### src/design/aes_ram.sv
// Generic single-write, single-read RAM with registered read data.
module aes_ram #(
  parameter int WIDTH = 128,
  parameter int DEPTH = 11
) (
  input  logic                     clk,
  input  logic                     wr_en,
  input  logic [$clog2(DEPTH)-1:0] wr_addr,
  input  logic [WIDTH-1:0]         wr_data,
  input  logic [$clog2(DEPTH)-1:0] rd_addr,
  output logic [WIDTH-1:0]         rd_data
);

  logic [WIDTH-1:0] mem_r [DEPTH];
  logic [WIDTH-1:0] rd_data_r;

  // Write port and registered read port
  always_ff @(posedge clk) begin
    if (wr_en) begin
      mem_r[wr_addr] <= wr_data;
    end
    rd_data_r <= mem_r[rd_addr];
  end

  assign rd_data = rd_data_r;

endmodule

### config.mk
export PLATFORM = sky130hd
export DESIGN_NAME = aes_ram
export DESIGN_NICKNAME = d
export VERILOG_FILES = /design/src/design/aes_ram.sv
export SDC_FILE = /design/constraint.sdc
export NUM_CORES = 1
export LEC_CHECK = 0
export ABC_AREA = 1
export BUFFER_PORTS_ARGS = -buffer_cell sky130_fd_sc_hd__buf_2
export CAP_MARGIN = 20
export CORE_UTILIZATION = 53
export CTS_BUF_LIST = sky130_fd_sc_hd__clkbuf_2 sky130_fd_sc_hd__clkbuf_4 sky130_fd_sc_hd__clkbuf_8
export CTS_CLUSTER_SIZE = 24
export DETAILED_ROUTE_END_ITERATION = 10
export PLACE_DENSITY = 0.68
export SLEW_MARGIN = 20
export SYNTH_ARGS = -nofsm -noshare
export SYNTH_HDL_FRONTEND = slang
export SYNTH_SLANG_ARGS = --single-unit
### constraint.sdc
create_clock -name clk -period 19.35 [get_ports clk]
set_input_delay 3.87 -clock clk [delete_from_list [all_inputs] [get_ports clk]]
set_output_delay 3.87 -clock clk [all_outputs]
set_load 0.005 [all_outputs]
==> results of run 1 <==
## critical path: stages
cell     delay (ns)
buf_8          0.19
inv_8          0.69
buf_4          0.92
buf_4          0.87
nand2_1        0.12
nand3_1        0.13
nand3_1        0.09
nand3_1        0.12
nand2_1        0.07
## final cells by class
cell class                      count  area share
Tap cell                         1500      0.0274
Clock inverter                     76     0.00935
Multi-Input combinational cell   2706       0.173
Sequential cell                  1536       0.656
Antenna cell                       20    0.000732
Inverter                          776      0.0430
Clock buffer                      365      0.0641
Timing Repair Buffer              309      0.0263
## through the flow
stage               utilization  power (uW)  cell area, um2
global route              0.603        7150           68400
finish                    0.604        6910           68400
floorplan                     -        4030           60900
detailed placement        0.559        4190           63300
CTS                       0.603        6970           68300
global placement          0.559        4180           63300
## per-layer routing
| layer | share of wire | vias up |
|---|---|---|
| li1 | - | 18200 |
| met1 | 0.42 | 18600 |
| met2 | 0.48 | 1280 |
| met3 | 0.075 | 300 |
| met4 | 0.026 | 40 |
| met5 | 0.0016 | - |
## registers in the layout, indices dropped and copies added (netlist names)
register / flops
rd_data: 128
mem_r: 1408
## final timing paths
| kind | startpoint | end | slack (ns) |
|---|---|---|---|
| worst max-delay path | rd_addr[0] | rd_data[6] | 12.78 |
| worst min-delay path | mem_r[10][54] | rd_data[54] | 0.44 |
| worst max register to register | mem_r[4][52] | rd_data[52] | 18.24 |
| worst min register to register | mem_r[10][54] | rd_data[54] | 0.44 |
## power by group through the flow
stage	logic, uW	registers [uW]	clock network (uW)
6_report	378	3740	2790
5_1_grt	421	3750	2980
4_1_cts	380	3750	2840
3_5_place_dp	379	3810	0
3_3_place_gp	372	3810	0
2_1_floorplan	219	3810	0
## cell families (layout without fill, tap and decap cells)
| logic type | Yosys count | after routing | share of synthesized area |
|---|---|---|---|
| flip-flops | 1536 | 1536 | 0.736 |
| AND/OR/NAND/NOR | 2578 | 2578 | 0.177 |
| other | 0 | 20 | 0 |
| buffers and inverters | 1058 | 1526 | 0.0706 |
| AO/OA/AOI/OAI | 128 | 128 | 0.0158 |
## placed cells by master (no fill, tap or decap), drive strengths merged
cell	Yosys	layout
buf	201	309
nor2	11	11
clkbuf	81	365
bufinv	0	8
clkinv	0	57
nand2	1668	1668
diode	0	20
o211ai	128	128
clkinvlp	0	2
dfxtp	128	128
inv	776	785
edfxtp	1408	1408
nand3	899	899
==> out/metrics.yaml, run 1 <==
min_path_type: "reg -> reg"
routed_via_density: 5.27
worst_slack_ns: 12.78
yosys-top-cells-area: "edfxtp_1 69%, nand2_1 10%, nand3_1 7.4%"
syn2layout_area_growth_pct: 12.3
synth_edf_count: 1408
synth.top_cell.area_share: 0.694
grt-busiest-layer: "met2"
holdPathStages: 2
synth-seq-cells: 1536
route.antenna.remaining_nets: 0
wl_per_cell_um: 19.7
met1_usage: 0.327
switching_share: 0.222
p_switching_uw: 1540
die_h_um: 341
p_per_area_nw_per_um2: 101
path_clk_slew_ns: 0.07
first_pass_iters: 6
drt-initial-drc-count: 3222
rows: 123
hold_viol_final: 0
cts_root_buf: "clkbuf_8"
vias: 38400
end_kind: "flop"
finalSetupTns_ns: 0
setup_violations: 0
synth_top_cell_by_area: "edfxtp_1"
cts_buffer_depth: 3
skew_ns: 0.0558
relSlewSlack: 0.0696
yosys-top-cells-count: "1668 x nand2_1, 1408 x edfxtp_1, 899 x nand3_1"
core_area_um2: 113000
syn_area_um2: 60900
layout-drive-gt1-share: 0.128
clock_latency_ns: 0.90
fill_cells: 9000
synth_nets: 5438
pre_cts_ws_ns: 11.91
min_period_ns: 6.57
vdd_ir_drop_max_mv: 0.0602
holdBufCountCts: 0
dieArea_um2: 116000
slew_viol_final: 0
grt_pass1_wl_um: 218000
drc_errors: 0
yosys_warnings: 0
fmax_mhz: 152
final_cells: 7288
ys_seq_area_frac: 0.736
syn_avg_cell_area_um2: 11.5
synthCells: 5300
antenna_found_initial: 38
layout.nets: 5703
grt_max_degree: 231
whs_ns: 0.439
ctsResizeCount: 0
yosysUniqueCellTypes: 12
worstSetupStartpointType: "input port"
io_pins: 266
use_met2: 0.407
multi_input_area_um2: 11800
register_area_um2: 44800
async_flop_share: 0
status: "finished clean"
cp_data_arrival_time_ns: 7.35
worstPathRequired_ns: 20.13
p_clk_frac: 0.404
cts.sinks: 1536
cts_max_level: 4
routed_wl_um: 143000
seqPwrFrac: 0.542
grt_overflow: 0
grt_pass1_vias: 37000
p_int_uw: 5380
initial_core_util: 0.538
path_class: "in -> reg"
p_comb_frac: 0.055
maxCapViolCount: 0
ff2ff_path_depth: 6
dp_cells: 6827
cts_inserted_buffers: 236
worstMarginPinSlew_ns: 1.40
use_met3: 0.0536
grt_usage: 0.248
rsz0062_at_grt: "no"
cts_tree: "yes"
final.period_utilization: 0.339
synth_ff_type: "edfxtp_1"
yosysMostFrequentCell: "nand2_1"
fp.dieW_um: 341
cp_max_fo: 153
dpl.hpwl_um: 66500
p_leak_uw: 0.0281
gp_congestion: 0.748
post_cts.repair.setup_buffers: 0
portBuffers: 265
(Power assumes the default switching activity.)
==> inputs of run 2 (changes only) <==
--- a/config.mk
+++ b/config.mk
@@ -5,7 +5,7 @@
 export SDC_FILE = /design/constraint.sdc
 export NUM_CORES = 1
 export LEC_CHECK = 0
-export ABC_AREA = 1
+export ABC_AREA = 0
 export BUFFER_PORTS_ARGS = -buffer_cell sky130_fd_sc_hd__buf_2
 export CAP_MARGIN = 20
 export CORE_UTILIZATION = 53
==> constraint.sdc (replaced) <==
create_clock -name clk -period 6.2 [get_ports clk]
set_input_delay 1.24 -clock clk [delete_from_list [all_inputs] [get_ports clk]]
set_output_delay 1.24 -clock clk [all_outputs]
set_load 0.005 [all_outputs]
==> out/metrics.yaml, run 2 <==
status: "finished clean"
cp_slowest_cell: "nand2b_4"
synthCells: 3021  # -43%
drc_errors: 0  # unchanged
cts_buffer_depth: 3  # unchanged
clock_latency_ns: 0.90  # about the same
synth-seq-cells: 1536  # unchanged
synth_top_cell_by_area: "edfxtp_1"
cp_data_arrival_time_ns: 3.87  # -3.48 ns
vias: 29300  # -24%
finalSetupTns_ns: 0  # unchanged
worstSetupStartpointType: "input port"
dpl.hpwl_um: 61700  # -7.2%
r2r_end: "rd_data[9]"
cts_tree: "yes"
cts_root_buf: "clkbuf_8"
dieArea_um2: 110000  # -5.6%
portBuffers: 265  # unchanged
regMostFlops: "mem_r"
min_period_ns: 3.09
worstPathRequired_ns: 6.98  # -13.15 ns
maxCapViolCount: 0  # unchanged
synth.top_cell.area_share: 0.736  # +0.0416
rsz0062_at_grt: "no"
regToRegSetupSlack_ns: 5.06  # -13.18 ns
cp_cell_sequence: "buf_8 -> nand2b_4 -> buf_12 -> o22ai_1 -> o31ai_1"
ff2ff_path_depth: 3  # -3
cp_max_fo: 104  # -32%
core_area_um2: 107000  # -5.4%
worstMarginPinSlew_ns: 1.13  # -0.262 ns
holdPathEnd: "rd_data[87]"
ys_seq_area_frac: 0.780  # +0.0441
fp.dieW_um: 331  # -2.9%
yosys-top-cells-count: "1408 x edfxtp_1, 384 x mux2_2, 256 x mux2i_1"
min_from: "mem_r[10][87]"
routed_via_density: 5.86  # +11%
r2r-start: "mem_r[3][9]"
rows: 120  # -2.4%
relSlewSlack: 0.244  # +0.175
p_per_area_nw_per_um2: 322  # +220%
setup_violations: 0  # unchanged
cts.sinks: 1536  # unchanged
grt_overflow: 0  # unchanged
final_util: 0.608  # +0.00477
skew_ns: 0.0444  # -0.0115 ns
min_path_type: "reg -> reg"
pre_cts_ws_ns: 2.28  # -9.63 ns
routed_wl_um: 127000  # -11%
grt_pass1_vias: 30100  # -18%
synth_ff_type: "edfxtp_1"
wl_per_cell_um: 25.5  # +29%
worst_slack_ns: 3.11  # -9.67 ns
gp_congestion: 0.748  # unchanged
yosys_warnings: 0  # unchanged
grt_usage: 0.231  # -0.0167
syn_area_um2: 57500  # -5.7%
cts_max_level: 4  # unchanged
whs_ns: 0.556  # +0.116 ns
end_kind: "flop"
syn_avg_cell_area_um2: 19.0  # +66%
holdPathStages: 3  # +1
yosysMostFrequentCell: "edfxtp_1"
antenna_found_initial: 38  # unchanged
fmax_mhz: 324
holdBufCountCts: 0  # unchanged
yosysUniqueCellTypes: 20  # +8
first_pass_iters: 5  # -1
cts_inserted_buffers: 228  # -3.4%
async_flop_share: 0  # unchanged
crit_buf_inv: 2  # -2
synth_nets: 3159  # -42%
largest_register_ffs: 1408  # unchanged
syn2layout_area_growth_pct: 13.5
grt_pass1_wl_um: 188000  # -14%
initial_core_util: 0.536  # -0.00170
io_pins: 266  # unchanged
vdd_ir_drop_max_mv: 0.170  # +180%
hold_viol_final: 0  # unchanged
yosys-top-cells-area: "edfxtp_1 74%, mux2_2 7.5%, dfxtp_1 4.5%"
path_class: "in -> reg"
slew_viol_final: 0  # unchanged
synth_edf_count: 1408  # unchanged
final_cell_mix: "1408 x edfxtp_1, 384 x mux2_2, 262 x buf_2, 260 x clkbuf_8, 256 x mux2i_1"
ctsResizeCount: 0  # unchanged
final_common_cell: "edfxtp_1"
grt_max_degree: 135  # -42%
layout-drive-gt1-share: 0.309  # +0.180
p_leak_uw: 0.0222  # -21%
cpPeakStageDelay_ns: 0.97  # +0.05 ns
route.antenna.remaining_nets: 0  # unchanged
post_cts.repair.setup_buffers: 0  # unchanged
path_clk_slew_ns: 0.06  # about the same
layout.nets: 3518  # -38%
die_h_um: 331  # -2.9%
final.period_utilization: 0.498
crit_family: "buffers and inverters"
drt-initial-drc-count: 2119  # -34%
## run 2: cell count changes in the layout (fill, tap and decap cells not counted), sizes merged, moves of 128 or more
cell / delta
nand3: -899
mux2i: +256
nand2: -1666
nand2b: +131
a22o: +128
inv: -777
mux2: +384
o31ai: +128
o22ai: +128
## run 2: per-stage QoR
stage	cell area (um2)	cells	total power, uW
3_3_place_gp	60400	4552	12900
5_1_grt	65200	4998	21700
4_1_cts	65200	4990	21200
6_report	65200	5004	21000
2_1_floorplan	57500	3021	12500
3_5_place_dp	60400	4553	13000
## run 2: cell families (layout without fill, tap and decap cells)
group                  Yosys count  in the layout  synth area share
flip-flops                    1536           1536             0.780
multiplexers                   640            640             0.120
AND/OR/NAND/NOR                149            149            0.0158
AO/OA/AOI/OAI                  512            512            0.0669
buffers and inverters          184            750            0.0171
other                            0             14                 0
## run 2: where the power goes
part	switching [uW]	leakage, uW	internal (uW)
sequential	96.5	0.0138	11600
clock	3810	0.00255	4480
combinational	647	0.00582	417
## run 2: metal layers
metal  share of wire  vias up  wire (um)  global-route usage
li1                -    13000          -                   -
met1            0.42    15100      52900               0.302
met2            0.49      930      62900               0.383
met3           0.064      250       8130              0.0500
met4           0.026       34       3290              0.0822
met5          0.0017        -        220                   0
## run 2: final cells by class
class | instances | area (um2)
sequential | 1536 | 44800
fill | 7621 | 42000
timing repair buffer | 313 | 2040
multi-input combinational | 1301 | 11800
antenna | 14 | 35.0
tap | 1403 | 1760
clock buffer | 348 | 4240
clock inverter | 89 | 554
## run 2: worst max-delay path by stage
stage | slack (ns) | to | cells after the start | from
3_3_place_gp | 2.33 | rd_data[8] | 5 | rd_addr[1]
5_1_grt | 3.11 | rd_data[127] | 5 | rd_addr[1]
4_1_cts | 3.21 | rd_data[127] | 5 | rd_addr[1]
3_5_place_dp | 2.28 | rd_data[2] | 5 | rd_addr[1]
6_report | 3.11 | rd_data[127] | 5 | rd_addr[1]
2_1_floorplan | -1.52 | mem_r[1][0] | 2 | wr_addr[3]
## run 2: worst reg2reg max path: stages (launching register included)
cell      delay (ns)
edfxtp_1        0.34
mux2i_1         0.08
a22o_1          0.27
o31ai_1         0.32
