[config.mk]
export PLATFORM = sky130hd
export DESIGN_NAME = aes_ctrl
export DESIGN_NICKNAME = d
export VERILOG_FILES = /design/src/design/aes_pkg.sv /design/src/design/aes_ctrl.sv
export SDC_FILE = /design/constraint.sdc
export NUM_CORES = 1
export LEC_CHECK = 0
export ABC_AREA = 1
export BUFFER_PORTS_ARGS = -buffer_cell sky130_fd_sc_hd__buf_2
export CAP_MARGIN = 20
export CELL_PAD_IN_SITES_DETAIL_PLACEMENT = 0
export CELL_PAD_IN_SITES_GLOBAL_PLACEMENT = 1
export CORE_AREA = 2 2 41 43
export DETAILED_ROUTE_END_ITERATION = 8
export DIE_AREA = 0 0 43 45
export PLACE_DENSITY_LB_ADDON = 0.1
export SLEW_MARGIN = 20
export SYNTH_ARGS = -nofsm -noshare
export SYNTH_HDL_FRONTEND = slang
export SYNTH_SLANG_ARGS = --single-unit
[constraint.sdc]
create_clock -name clk -period 4.1 [get_ports clk]
set_input_delay 1.23 -clock clk [delete_from_list [all_inputs] [get_ports clk]]
set_output_delay 1.23 -clock clk [all_outputs]
set_load 0.05 [all_outputs]
[src/design/aes_pkg.sv]
// Shared constants, types and the S-box table for the AES block encryptor.
package aes_pkg;

  // Number of cipher rounds (10 for AES-128; 12 and 14 also supported).
  localparam int ROUNDS = 10;
  // One 128-bit round key per round plus the initial key.
  localparam int KEY_DEPTH = ROUNDS + 1;
  localparam int KEY_AW = $clog2(KEY_DEPTH);
  localparam int BLK_W = 128;
  localparam int HALF_W = 64;

  // Commands from the controller to the datapath.
  typedef struct packed {
    logic capture;  // take the plaintext into the state register
    logic first;    // initial key addition
    logic mid;      // full round
    logic last;     // final round into the result register
  } cmd_t;

  localparam logic [7:0] SBOX [256] = '{
    8'h63, 8'h7c, 8'h77, 8'h7b, 8'hf2, 8'h6b, 8'h6f, 8'hc5,
    8'h30, 8'h01, 8'h67, 8'h2b, 8'hfe, 8'hd7, 8'hab, 8'h76,
    8'hca, 8'h82, 8'hc9, 8'h7d, 8'hfa, 8'h59, 8'h47, 8'hf0,
    8'had, 8'hd4, 8'ha2, 8'haf, 8'h9c, 8'ha4, 8'h72, 8'hc0,
    8'hb7, 8'hfd, 8'h93, 8'h26, 8'h36, 8'h3f, 8'hf7, 8'hcc,
    8'h34, 8'ha5, 8'he5, 8'hf1, 8'h71, 8'hd8, 8'h31, 8'h15,
    8'h04, 8'hc7, 8'h23, 8'hc3, 8'h18, 8'h96, 8'h05, 8'h9a,
    8'h07, 8'h12, 8'h80, 8'he2, 8'heb, 8'h27, 8'hb2, 8'h75,
    8'h09, 8'h83, 8'h2c, 8'h1a, 8'h1b, 8'h6e, 8'h5a, 8'ha0,
    8'h52, 8'h3b, 8'hd6, 8'hb3, 8'h29, 8'he3, 8'h2f, 8'h84,
    8'h53, 8'hd1, 8'h00, 8'hed, 8'h20, 8'hfc, 8'hb1, 8'h5b,
    8'h6a, 8'hcb, 8'hbe, 8'h39, 8'h4a, 8'h4c, 8'h58, 8'hcf,
    8'hd0, 8'hef, 8'haa, 8'hfb, 8'h43, 8'h4d, 8'h33, 8'h85,
    8'h45, 8'hf9, 8'h02, 8'h7f, 8'h50, 8'h3c, 8'h9f, 8'ha8,
    8'h51, 8'ha3, 8'h40, 8'h8f, 8'h92, 8'h9d, 8'h38, 8'hf5,
    8'hbc, 8'hb6, 8'hda, 8'h21, 8'h10, 8'hff, 8'hf3, 8'hd2,
    8'hcd, 8'h0c, 8'h13, 8'hec, 8'h5f, 8'h97, 8'h44, 8'h17,
    8'hc4, 8'ha7, 8'h7e, 8'h3d, 8'h64, 8'h5d, 8'h19, 8'h73,
    8'h60, 8'h81, 8'h4f, 8'hdc, 8'h22, 8'h2a, 8'h90, 8'h88,
    8'h46, 8'hee, 8'hb8, 8'h14, 8'hde, 8'h5e, 8'h0b, 8'hdb,
    8'he0, 8'h32, 8'h3a, 8'h0a, 8'h49, 8'h06, 8'h24, 8'h5c,
    8'hc2, 8'hd3, 8'hac, 8'h62, 8'h91, 8'h95, 8'he4, 8'h79,
    8'he7, 8'hc8, 8'h37, 8'h6d, 8'h8d, 8'hd5, 8'h4e, 8'ha9,
    8'h6c, 8'h56, 8'hf4, 8'hea, 8'h65, 8'h7a, 8'hae, 8'h08,
    8'hba, 8'h78, 8'h25, 8'h2e, 8'h1c, 8'ha6, 8'hb4, 8'hc6,
    8'he8, 8'hdd, 8'h74, 8'h1f, 8'h4b, 8'hbd, 8'h8b, 8'h8a,
    8'h70, 8'h3e, 8'hb5, 8'h66, 8'h48, 8'h03, 8'hf6, 8'h0e,
    8'h61, 8'h35, 8'h57, 8'hb9, 8'h86, 8'hc1, 8'h1d, 8'h9e,
    8'he1, 8'hf8, 8'h98, 8'h11, 8'h69, 8'hd9, 8'h8e, 8'h94,
    8'h9b, 8'h1e, 8'h87, 8'he9, 8'hce, 8'h55, 8'h28, 8'hdf,
    8'h8c, 8'ha1, 8'h89, 8'h0d, 8'hbf, 8'he6, 8'h42, 8'h68,
    8'h41, 8'h99, 8'h2d, 8'h0f, 8'hb0, 8'h54, 8'hbb, 8'h16
  };

endpackage

[src/design/aes_ctrl.sv]
// Controller: accepts items, sequences the rounds and owns the result valid flag.
module aes_ctrl (
  input  logic                      clk,
  input  logic                      rst_n,
  input  logic                      in_valid,
  input  logic                      in_op,
  input  logic [3:0]                in_round_index,
  output logic                      in_ready,
  output logic                      out_valid,
  input  logic                      out_ready,
  output aes_pkg::cmd_t             cmd,
  output logic                      key_we,
  output logic [aes_pkg::KEY_AW-1:0] key_rd_addr
);

  localparam logic ST_IDLE = 1'b0;
  localparam logic ST_RUN  = 1'b1;
  localparam logic OP_LOAD = 1'b0;

  logic                       state_r, state_nxt;
  logic [aes_pkg::KEY_AW-1:0] rnd_r, rnd_nxt;
  logic                       out_valid_r, out_valid_nxt;
  logic                       out_free;

  assign out_free = !out_valid_r || out_ready;
  assign in_ready = (state_r == ST_IDLE);
  assign out_valid = out_valid_r;

  // Sequence one encrypt item: the key for the next round is read in the cycle before its round
  always_comb begin
    state_nxt   = state_r;
    rnd_nxt     = rnd_r;
    cmd         = '0;
    key_we      = 1'b0;
    key_rd_addr = '0;
    unique case (state_r)
      ST_IDLE: begin
        if (in_valid) begin
          if (in_op == OP_LOAD) begin
            // drop loads beyond the schedule
            key_we = (in_round_index <= 4'(aes_pkg::ROUNDS));
          end else begin
            cmd.capture = 1'b1;
            rnd_nxt     = '0;
            state_nxt   = ST_RUN;
          end
        end
      end
      ST_RUN: begin
        if (rnd_r != aes_pkg::KEY_AW'(aes_pkg::ROUNDS)) begin
          cmd.first   = (rnd_r == '0);
          cmd.mid     = (rnd_r != '0);
          rnd_nxt     = aes_pkg::KEY_AW'(rnd_r + 1'b1);
          key_rd_addr = aes_pkg::KEY_AW'(rnd_r + 1'b1);
        end else if (out_free) begin
          cmd.last  = 1'b1;
          state_nxt = ST_IDLE;
        end else begin
          // hold the final round until the result register frees up
          key_rd_addr = rnd_r;
        end
      end
      default: begin
        state_nxt = ST_IDLE;
      end
    endcase
  end

  // Result valid: set by the final round, cleared when the item is taken
  always_comb begin
    out_valid_nxt = out_valid_r;
    if (cmd.last) begin
      out_valid_nxt = 1'b1;
    end else if (out_ready) begin
      out_valid_nxt = 1'b0;
    end
  end

  always_ff @(posedge clk) begin
    if (!rst_n) begin
      state_r     <= ST_IDLE;
      rnd_r       <= '0;
      out_valid_r <= 1'b0;
    end else begin
      state_r     <= state_nxt;
      rnd_r       <= rnd_nxt;
      out_valid_r <= out_valid_nxt;
    end
  end

endmodule

==> summary.md, run 1 <==
| Metric | Value |
|---|---|
| Status | `completed` |
| Fin worst setup slack | `0.858 ns` |
| GPL Wtd Cong | `0.705` |
| R2r endpoint | `state_r` |
| # rows | `14` |
| Largest net degree at the start of global routing | `8` |
| P&R area growth vs syn | `30.8%` |
| Synth top cells by count | `nand2_1 (11), inv_1 (10), a21oi_1 (9)` |
| Via count | `466` |
| Setup TNS | `0 ns` |
| Max Cap Violations | `0` |
| Antenna Nets Post-Route | `0` |
| Hold Path End | `out_valid` |
| Hold path cells | `2` |
| ANT cells | `0` |
| Syn nets | `76` |
| Post-CTS setup buffers | `0` |
| Ports | `20` |
| Count of different cell masters after synthesis | `17` |
| Syn Inst Count | `64` |
| Final min period | `3.24 ns` |
| Clock sink count | `6` |
| Worst-path clk slew | `0.04 ns` |
| Max-slew violation count | `0` |
| R2r setup slk | `2.71 ns` |
| Drt pass-1 iters | `3` |
| Vias in the first global route | `380` |
| Warnings from Yosys | `0` |
| Routed WL | `953 um` |
| CTS tree | `yes` |
| First-pass GRT wire length | `1.51 mm` |
| DRT iter0 DRCs | `1` |
| Fill cells | `170` |
| Final worst path period share | `79.1%` |
| Die area | `1940 um2` |
| Least-Margin Pin Slew | `0.266 ns` |
| GRT Overall Usage | `10.4%` |
| Die X | `43 um` |
| Initial Util | `28.7%` |
| Most used routing layer | `met2` |
| Synth Register Bits | `6` |
| Post-synth EDFFs | `0` |
| Post-synthesis cell area | `423 um2` |
| Cell taking the most area after synthesis | `dfxtp_1` |
| Post-DR wirelength/cell | `9.44 um` |
| Residual DRC | `0` |
| Hold path start | `out_valid` |
| Synth async-reset ratio | `0%` |
| Critical Path Sink Type | `output pin` |
| CTS Buf Count | `3` |
| Clock root cell | `clkbuf_4` |
| Seq/Total Area, Yosys | `28.4%` |
| Overflow after GRT | `0` |
| Post-synth top flop | `dfxtp_1` |
| Startpoint Class | `primary input` |
| Port Buffers | `19` |
| Post-cts resize count | `0` |
| Max Fanout on Critical Path | `4` |
| Crit. Startpoint | `out_ready` |
| Antenna violations before repair | `0` |
| Fraction of layout cells with a size suffix above 1 | `32.9%` |
| WP data required | `2.87 ns` |
| Unrepaired setup endpoints after global routing | `false` |
| Clock Latency Late Sink | `0.24 ns` |
| GRT met1 Usage | `12.7%` |
| Htree depth | `1` |
| Highest clock rate | `308 MHz` |
| Peak VDD IR | `0.149 mV` |
| Count leader, synth | `nand2_1` |
| Chip Height | `45 um` |
| Share of the synthesized area in the top cell type | `28.4%` |
| Pwr dens | `280 nW/um2` |
| Nets | `99` |
| Pleak | `0.310 nW` |
| DPL Wire Length | `782 um` |
| Arr. time, crit path | `2.01 ns` |
| # setup viols final | `0` |
| Setup CP Type | `primary input to output pin` |
| Global-route met3 utilization | `2.40%` |
| Synth top area cells | `dfxtp_1 (28%), a21oi_1 (11%), nand2_1 (9.8%)` |
| Hold Buf Count CTS | `0` |
| Dpl ws | `0.836 ns` |
| HP Class | `register to register` |
| Drt via density | `4.61` |
| Avg Cell Area, Syn | `6.61 um2` |
| Core area | `1470 um2` |
| Met2 usage | `17.3%` |
| Number of hold violations in the final report | `0` |
| Reg2reg path depth | `7` |
| RR Startpoint | `rnd_r[0]` |
| Relative slew slack | `82.2%` |
| Final Skew | `0.00264 ns` |
| Deepest clock path buffer count | `2` |
[critical path: stages]
cell     delay, ns
buf_2         0.09
inv_1         0.04
nand2_1       0.06
nand2_1       0.07
nand2_1       0.10
nor3_1        0.14
buf_2         0.28
[kinds of logic (layout without fill, tap and decap cells)]
logic type | count (synthesis) | count (layout) | synth area share, %
compound gates | 11 | 11 | 13.3
flops | 6 | 6 | 28.4
fa+ha+maj | 3 | 3 | 8.88
buf+inv | 13 | 34 | 12.4
simple gates | 30 | 30 | 34.9
xor+xnor | 1 | 1 | 2.07
[placed cells by master (no fill, tap or decap), drive strengths merged, types with 2 or more instances in the layout]
cell / count
a21oi: 9
buf: 19
clkbuf: 3
dfxtp: 6
ha: 3
inv: 12
nand2: 13
nand3: 8
nor2: 6
nor3: 2
[how the worst max path moves through the flow]
stage / slack (ns) / end
3_3_place_gp: 0.82 / key_rd_addr[1]
5_1_grt: 0.78 / key_rd_addr[1]
2_1_floorplan: 0.32 / key_rd_addr[1]
6_report: 0.86 / key_rd_addr[1]
4_1_cts: 0.84 / key_rd_addr[1]
3_5_place_dp: 0.84 / key_rd_addr[1]
[cell type report]
type	instances	area [um2]	share of cell area [%]
timing repair buffer	19	95.1	17.2
multi-input combinational	45	250	45.2
sequential	6	120	21.7
clock buffer	3	22.5	4.07
tap	16	20.0	3.62
inverter	12	45.0	8.14
[layer usage]
| metal | share of wire (%) | vias to the layer above | wire length (um) |
|---|---|---|---|
| li1 | - | 249 | - |
| met1 | 46 | 200 | 437 |
| met4 | 0.63 | 0 | 6 |
| met5 | 0 | - | 0 |
| met3 | 7.2 | 2 | 69 |
| met2 | 46 | 15 | 440 |
[report_power, final]
group,total [mW],switching [mW],internal [mW]
combinational,0.0375,0.0266,0.0109
sequential,0.0632,0.00283,0.0603
clock,0.0541,0.0210,0.0331
[flip-flops by register name, indices dropped and copies added (netlist names)]
signal,cells
state_r,1
out_valid,1
rnd_r,4
[per-stage QoR]
step | util, % | instance area (um2) | cells | power (mW) | hold WS, ns
2_1_floorplan | - | 423 | 64 | 0.0910 | 0.510
3_3_place_gp | 36.1 | 531 | 98 | 0.103 | 0.513
3_5_place_dp | 36.1 | 531 | 98 | 0.102 | 0.505
4_1_cts | 37.6 | 553 | 101 | 0.157 | 0.513
5_1_grt | 37.6 | 553 | 101 | 0.162 | 0.565
6_report | 37.6 | 553 | 101 | 0.155 | 0.507
No activity file was read; power rests on OpenSTA's default activity.
==> inputs of run 2 (changes only) <==
ABC_AREA = 0   (was 1)
CORE_AREA = 2 2 43 45   (was 2 2 41 43)
DIE_AREA = 0 0 45 47   (was 0 0 43 45)
clock period = 3.1 ns   (was 4.1 ns; I/O delays follow)
==> run 2 against run 1 <==
Net effect:
- setup slack worse by 0.55 ns
- non-clock buffer count unchanged
- clock power up 35%
- sequential share of layout area down 1.6 points
- sequential cell count unchanged
- critical path type is now register to output pin
- highest routed layer unchanged
==> summary.md, run 2 <==
| Metric | Value |
|---|---|
| Status | `completed` |
| HP Class | `register to register` |
| # rows | `15 (+1)` |
| Final Skew | `0.00138 ns (-0.00127 ns)` |
| Least-Margin Pin Slew | `0.400 ns (+0.134 ns)` |
| Share of the synthesized area in the top cell type | `25.5% (-2.9 points)` |
| Clock sink count | `6 (unchanged)` |
| GPL Wtd Cong | `0.667 (-5.5%)` |
| Post-synth top flop | `dfxtp_1` |
| CTS tree | `yes` |
| P&R area growth vs syn | `26.5%` |
| Total Power | `0.210 mW (+35%)` |
| Vias in the first global route | `406 (+6.8%)` |
| Critical Path Sink Type | `output pin` |
| Seq/Total Area, Yosys | `25.5% (-2.9 points)` |
| Post-CTS setup buffers | `0 (unchanged)` |
| Max FFs per register | `4 (unchanged)` |
| Final core occ | `36.1% (-1.4 points)` |
| Antenna violations before repair | `0 (unchanged)` |
| Die area | `2120 um2 (+9.3%)` |
| Commonest non-fill, non-tap cells in the layout | `buf_2 (19), nand2_1 (9), dfxtp_1 (6)` |
| Count of different cell masters after synthesis | `28 (+11)` |
| Core area | `1650 um2 (+12%)` |
| Pleak | `0.280 nW (-9.6%)` |
| Post-synth EDFFs | `0 (unchanged)` |
| Arr. time, crit path | `1.86 ns (-0.15 ns)` |
| Cell taking the most area after synthesis | `dfxtp_1` |
| Hold Buf Count CTS | `0 (unchanged)` |
| Max Cap Violations | `0 (unchanged)` |
| Drt pass-1 iters | `4 (+1)` |
| Clock Latency Late Sink | `0.24 ns (about the same)` |
| Post-synthesis cell area | `472 um2 (+12%)` |
| Number of hold violations in the final report | `0 (unchanged)` |
| Int Pwr | `0.140 mW (+35%)` |
| Clock network power share | `34.7% (-0.3 points)` |
| Relative slew slack | `73.3% (-8.9 points)` |
| Worst-path clk slew | `0.04 ns (about the same)` |
| Final hold slack | `0.529 ns (+0.0220 ns)` |
| Most common cell after layout, fill and taps aside | `buf_2` |
| Count leader, synth | `nand2_1` |
| Routed WL | `1.05 mm (+9.8%)` |
| Syn nets | `74 (-2.6%)` |
| Fraction of layout cells with a size suffix above 1 | `32.9% (about the same)` |
| Clock root cell | `clkbuf_4` |
| DPL Wire Length | `796 um (+1.8%)` |
| WP data required | `2.17 ns (-0.70 ns)` |
| Port Buffers | `19 (unchanged)` |
| Initial Util | `28.6% (-0.18 points)` |
| Peak VDD IR | `0.192 mV (+29%)` |
| Setup CP Type | `register to output pin` |
| Synth Register Bits | `6 (unchanged)` |
| Overflow after GRT | `0 (unchanged)` |
| Max-slew violation count | `0 (unchanged)` |
| Warnings from Yosys | `0 (unchanged)` |
| Residual DRC | `0 (unchanged)` |
| Syn Inst Count | `62 (-3.1%)` |
| GRT Overall Usage | `11.2% (+0.80 points)` |
| Deepest clock path buffer count | `2 (unchanged)` |
| P_sw | `0.0693 mW (+37%)` |
| Setup TNS | `0 ns (unchanged)` |
| Switch share | `33.0% (+0.45 points)` |
| Ports | `20 (unchanged)` |
| # setup viols final | `0 (unchanged)` |
| Chip Height | `47 um (+4.4%)` |
| Synth top area cells | `dfxtp_1 (25%), ha_1 (8.0%), nand2_1 (7.2%)` |
| First-pass GRT wire length | `1.68 mm (+11%)` |
| Synth top cells by count | `nand2_1 (9), dfxtp_1 (6), inv_1 (5), nand3_1 (5), nor2_1 (5)` |
| Combinational share of power | `24.8% (+0.6 points)` |
| Unrepaired setup endpoints after global routing | `false` |
| CTS Buf Count | `3 (unchanged)` |
| Largest net degree at the start of global routing | `11 (+3)` |
| ANT cells | `0 (unchanged)` |
| DRT iter0 DRCs | `9 (+8)` |
| Reg power frac | `40.4% (-0.4 points)` |
| Via count | `479 (+2.8%)` |
| Nets | `93 (-6.1%)` |
| Post-DR wirelength/cell | `10.9 um (+15%)` |
| Startpoint Class | `register` |
| Synth async-reset ratio | `0% (unchanged)` |
| Post-cts resize count | `0 (unchanged)` |
| Biggest register | `rnd_r` |
| Final worst path period share | `90.0%` |
| Final Cell Area | `597 um2 (+7.9%)` |
| Final min period | `2.79 ns` |
| Die X | `45 um (+4.7%)` |
| Avg Cell Area, Syn | `7.61 um2 (+15%)` |
| Post-DP Area | `574 um2 (+8.3%)` |
| Drt via density | `4.99 (+8.1%)` |
| Htree depth | `1 (unchanged)` |
| Highest clock rate | `358 MHz` |
| Max Fanout on Critical Path | `5 (+1)` |
| Antenna Nets Post-Route | `0 (unchanged)` |
| Pwr dens | `351 nW/um2 (+26%)` |
run 2: changes by cell type in the layout (fill, tap and decap cells not counted), moves of 2 or more:
cell      previous run  this run
inv_2                2         0
a21oi_1              9         1
xnor2_1              0         2
nand3b_1             0         2
nand3_2              2         0
nand2_1             11         9
mux2i_1              0         3
inv_1               10         5
run 2: cells by family after synthesis:
| kind of cell | count (synthesis) | synth area share, % |
|---|---|---|
| buffers and inverters | 10 | 10.9 |
| AND/OR/NAND/NOR | 28 | 30.2 |
| adder cells (fa/ha/maj) | 3 | 7.96 |
| flip-flops | 6 | 25.5 |
| AO/OA/AOI/OAI | 8 | 11.7 |
| multiplexers | 3 | 6.37 |
| XOR/XNOR | 4 | 7.43 |
run 2: final cells by class:
type | instances | area (um2)
timing repair buffer | 19 | 95.1
inverter | 5 | 18.8
multi-input combinational | 46 | 319
tap | 17 | 21.3
fill | 195 | 1050
sequential | 6 | 120
clock buffer | 3 | 22.5
run 2: path summary, 6_finish.rpt:
check	cells after the start	to	slack, ns	startpoint
hold / removal	2	rnd_r[0]	0.53	rnd_r[0]
hold reg to reg	2	rnd_r[0]	0.53	rnd_r[0]
setup reg to reg	5	rnd_r[2]	1.58	rnd_r[0]
setup / recovery	6	key_rd_addr[1]	0.31	rnd_r[0]
run 2: power by group through the flow:
stage          logic (mW)  clock network (mW)  registers [mW]
2_1_floorplan      0.0417                   0          0.0828
3_3_place_gp       0.0527                   0          0.0861
3_5_place_dp       0.0527                   0          0.0860
4_1_cts            0.0528              0.0768          0.0846
5_1_grt            0.0575              0.0830          0.0847
6_report           0.0521              0.0728          0.0848
run 2: critical path: stages (launching register included):
cell,delay [ns]
dfxtp_1,0.39
inv_1,0.13
ha_1,0.24
and3b_4,0.22
a21o_2,0.25
a21oi_1,0.11
buf_2,0.27
run 2: per-stage QoR:
| stage | setup WS (ns) | cells |
|---|---|---|
| detailed placement | 0.321 | 93 |
| CTS | 0.292 | 96 |
| floorplan | 0.104 | 62 |
| global route | 0.201 | 96 |
| finish | 0.310 | 96 |
| global placement | 0.329 | 93 |
run 2: metal layers:
metal / track usage [%] / wire length (um)
met3: 6.15 / 84
met5: 0 / 0
met2: 18.3 / 463
met4: 3.53 / 13
met1: 12.6 / 485
==> inputs of run 3 (changes only) <==
CORE_AREA = 3 3 44 46   (was 2 2 43 45)
DIE_AREA = 0 0 47 49   (was 0 0 45 47)
==> run 3 against run 2 <==
Net effect:
- critical path depth down 2
- count of clock-buffer cells in the layout unchanged
- fmax up 0.47%
- critical endpoint is now key_we
- highest routed layer is now met3
==> summary.md, run 3 (synthesized netlist as in run 2, its figures left out) <==
| Metric | Value |
|---|---|
| Status | `completed` |
| Dpl ws | `0.320 ns (-0.000862 ns)` |
| HP Class | `register to register` |
| Peak VDD IR | `0.224 mV (+16%)` |
| DRT iter0 DRCs | `5 (-4)` |
| Drt pass-1 iters | `4 (unchanged)` |
| Most used routing layer | `met1` |
| Least-Margin Pin Slew | `0.361 ns (-0.0382 ns)` |
| P&R area growth vs syn | `26.3%` |
| Max FFs per register | `4 (unchanged)` |
| Final core occ | `38.6% (+2.5 points)` |
| Post-CTS setup buffers | `0 (unchanged)` |
| Drt via density | `4.66 (-6.5%)` |
| # setup viols final | `0 (unchanged)` |
| Met2 usage | `14.9% (-3.4 points)` |
| Overflow after GRT | `0 (unchanged)` |
| GRT Overall Usage | `11.1% (-0.17 points)` |
| CTS Buf Count | `3 (unchanged)` |
| Core area | `1540 um2 (-6.7%)` |
| Unrepaired setup endpoints after global routing | `false` |
| Setup TNS | `0 ns (unchanged)` |
| Biggest register | `rnd_r` |
| Htree depth | `1 (unchanged)` |
| Hold Buf Count CTS | `0 (unchanged)` |
| Residual DRC | `0 (unchanged)` |
| Antenna Nets Post-Route | `0 (unchanged)` |
| Clock Latency Late Sink | `0.25 ns (about the same)` |
| Post-DR wirelength/cell | `11.2 um (+3.1%)` |
| Startpoint Class | `primary input` |
| Global-route met3 utilization | `5.54% (-0.62 points)` |
| Total Power | `0.210 mW (+0.11%)` |
| Deepest clock path buffer count | `2 (unchanged)` |
| Setup CP Type | `primary input to output pin` |
| Antenna violations before repair | `0 (unchanged)` |
| Via count | `443 (-7.5%)` |
| Cells after DPL | `92 (-1.1%)` |
| Final Non-Filler Cells | `95 (-1.0%)` |
| Commonest non-fill, non-tap cells in the layout | `buf_2 (19), nand2_1 (9), dfxtp_1 (6)` |
| Initial Util | `30.6% (+2.0 points)` |
| Chip Height | `49 um (+4.3%)` |
| Arr. time, crit path | `1.85 ns (about the same)` |
| Final hold slack | `0.527 ns (-0.00121 ns)` |
| GRT met1 Usage | `15.4% (+2.8 points)` |
| Relative slew slack | `75.9% (+2.6 points)` |
| Vias in the first global route | `431 (+6.2%)` |
| Max Fanout on Critical Path | `1 (-4)` |
| Pwr dens | `352 nW/um2 (+0.32%)` |
| Die area | `2300 um2 (+8.9%)` |
| Highest clock rate | `360 MHz (+0.47%)` |
| Max Cap Violations | `0 (unchanged)` |
| Final worst path period share | `89.6% (-0.42 points)` |
| Clock root cell | `clkbuf_4` |
| Nets | `93 (unchanged)` |
| Post-cts resize count | `0 (unchanged)` |
| Fin worst setup slack | `0.323 ns (+0.0131 ns)` |
| Ports | `20 (unchanged)` |
| Final min period | `2.78 ns (-0.0131 ns)` |
| Final Skew | `0.00438 ns (+0.00300 ns)` |
| Port Buffers | `19 (unchanged)` |
| Pleak | `0.280 nW (unchanged)` |
| Post-DP Area | `573 um2 (-0.22%)` |
| Number of hold violations in the final report | `0 (unchanged)` |
| CTS tree | `yes` |
| Most common cell after layout, fill and taps aside | `buf_2` |
| Max-slew violation count | `0 (unchanged)` |
| Routed WL | `1.07 mm (+2.0%)` |
| ANT cells | `0 (unchanged)` |
| Critical Path Sink Type | `output pin` |
| Worst-path clk slew | `0.05 ns (about the same)` |
| WP data required | `2.17 ns (about the same)` |
| DPL Wire Length | `847 um (+6.4%)` |
| First-pass GRT wire length | `1.90 mm (+13%)` |
| Largest net degree at the start of global routing | `11 (unchanged)` |
| Fraction of layout cells with a size suffix above 1 | `32.9% (unchanged)` |
| Clock sink count | `6 (unchanged)` |
| GPL Wtd Cong | `0.654 (-1.9%)` |
| # rows | `14 (-1)` |
| Die X | `47 um (+4.4%)` |
| Final Cell Area | `596 um2 (-0.21%)` |
==> run 3: layout make-up <==
type / count / area (um2)
fill: 180 / 946
multi-input combinational: 46 / 319
sequential: 6 / 120
timing repair buffer: 19 / 95.1
clock buffer: 3 / 22.5
tap: 16 / 20.0
inverter: 5 / 18.8
==> run 3: path summary, 6_finish.rpt <==
check / start / endpoint / slack [ns] / cells after the start
worst max-delay path: in_round_index[1] / key_we / 0.32 / 4
worst min-delay path: rnd_r[0] / rnd_r[0] / 0.53 / 2
worst max register to register: rnd_r[0] / rnd_r[2] / 1.61 / 5
worst min register to register: rnd_r[0] / rnd_r[0] / 0.53 / 2
==> run 3: routing by layer <==
| metal | vias up | wire [um] |
|---|---|---|
| met4 | 0 | 0 |
| li1 | 239 | - |
| met2 | 10 | 473 |
| met3 | 0 | 71 |
| met1 | 194 | 522 |
| met5 | - | 0 |
==> run 3: where the power goes <==
part,internal [mW],switching (mW),total (mW),leakage [nW]
logic,0.0168,0.0355,0.0523,0.218
registers,0.0798,0.00458,0.0843,0.0487
clock network,0.0439,0.0294,0.0733,0.0138
==> run 3: critical path, cell delays in order <==
cell and delay [ns]:
buf_2 0.09, a21o_1 0.19, a2111oi_4 0.32, buf_2 0.31
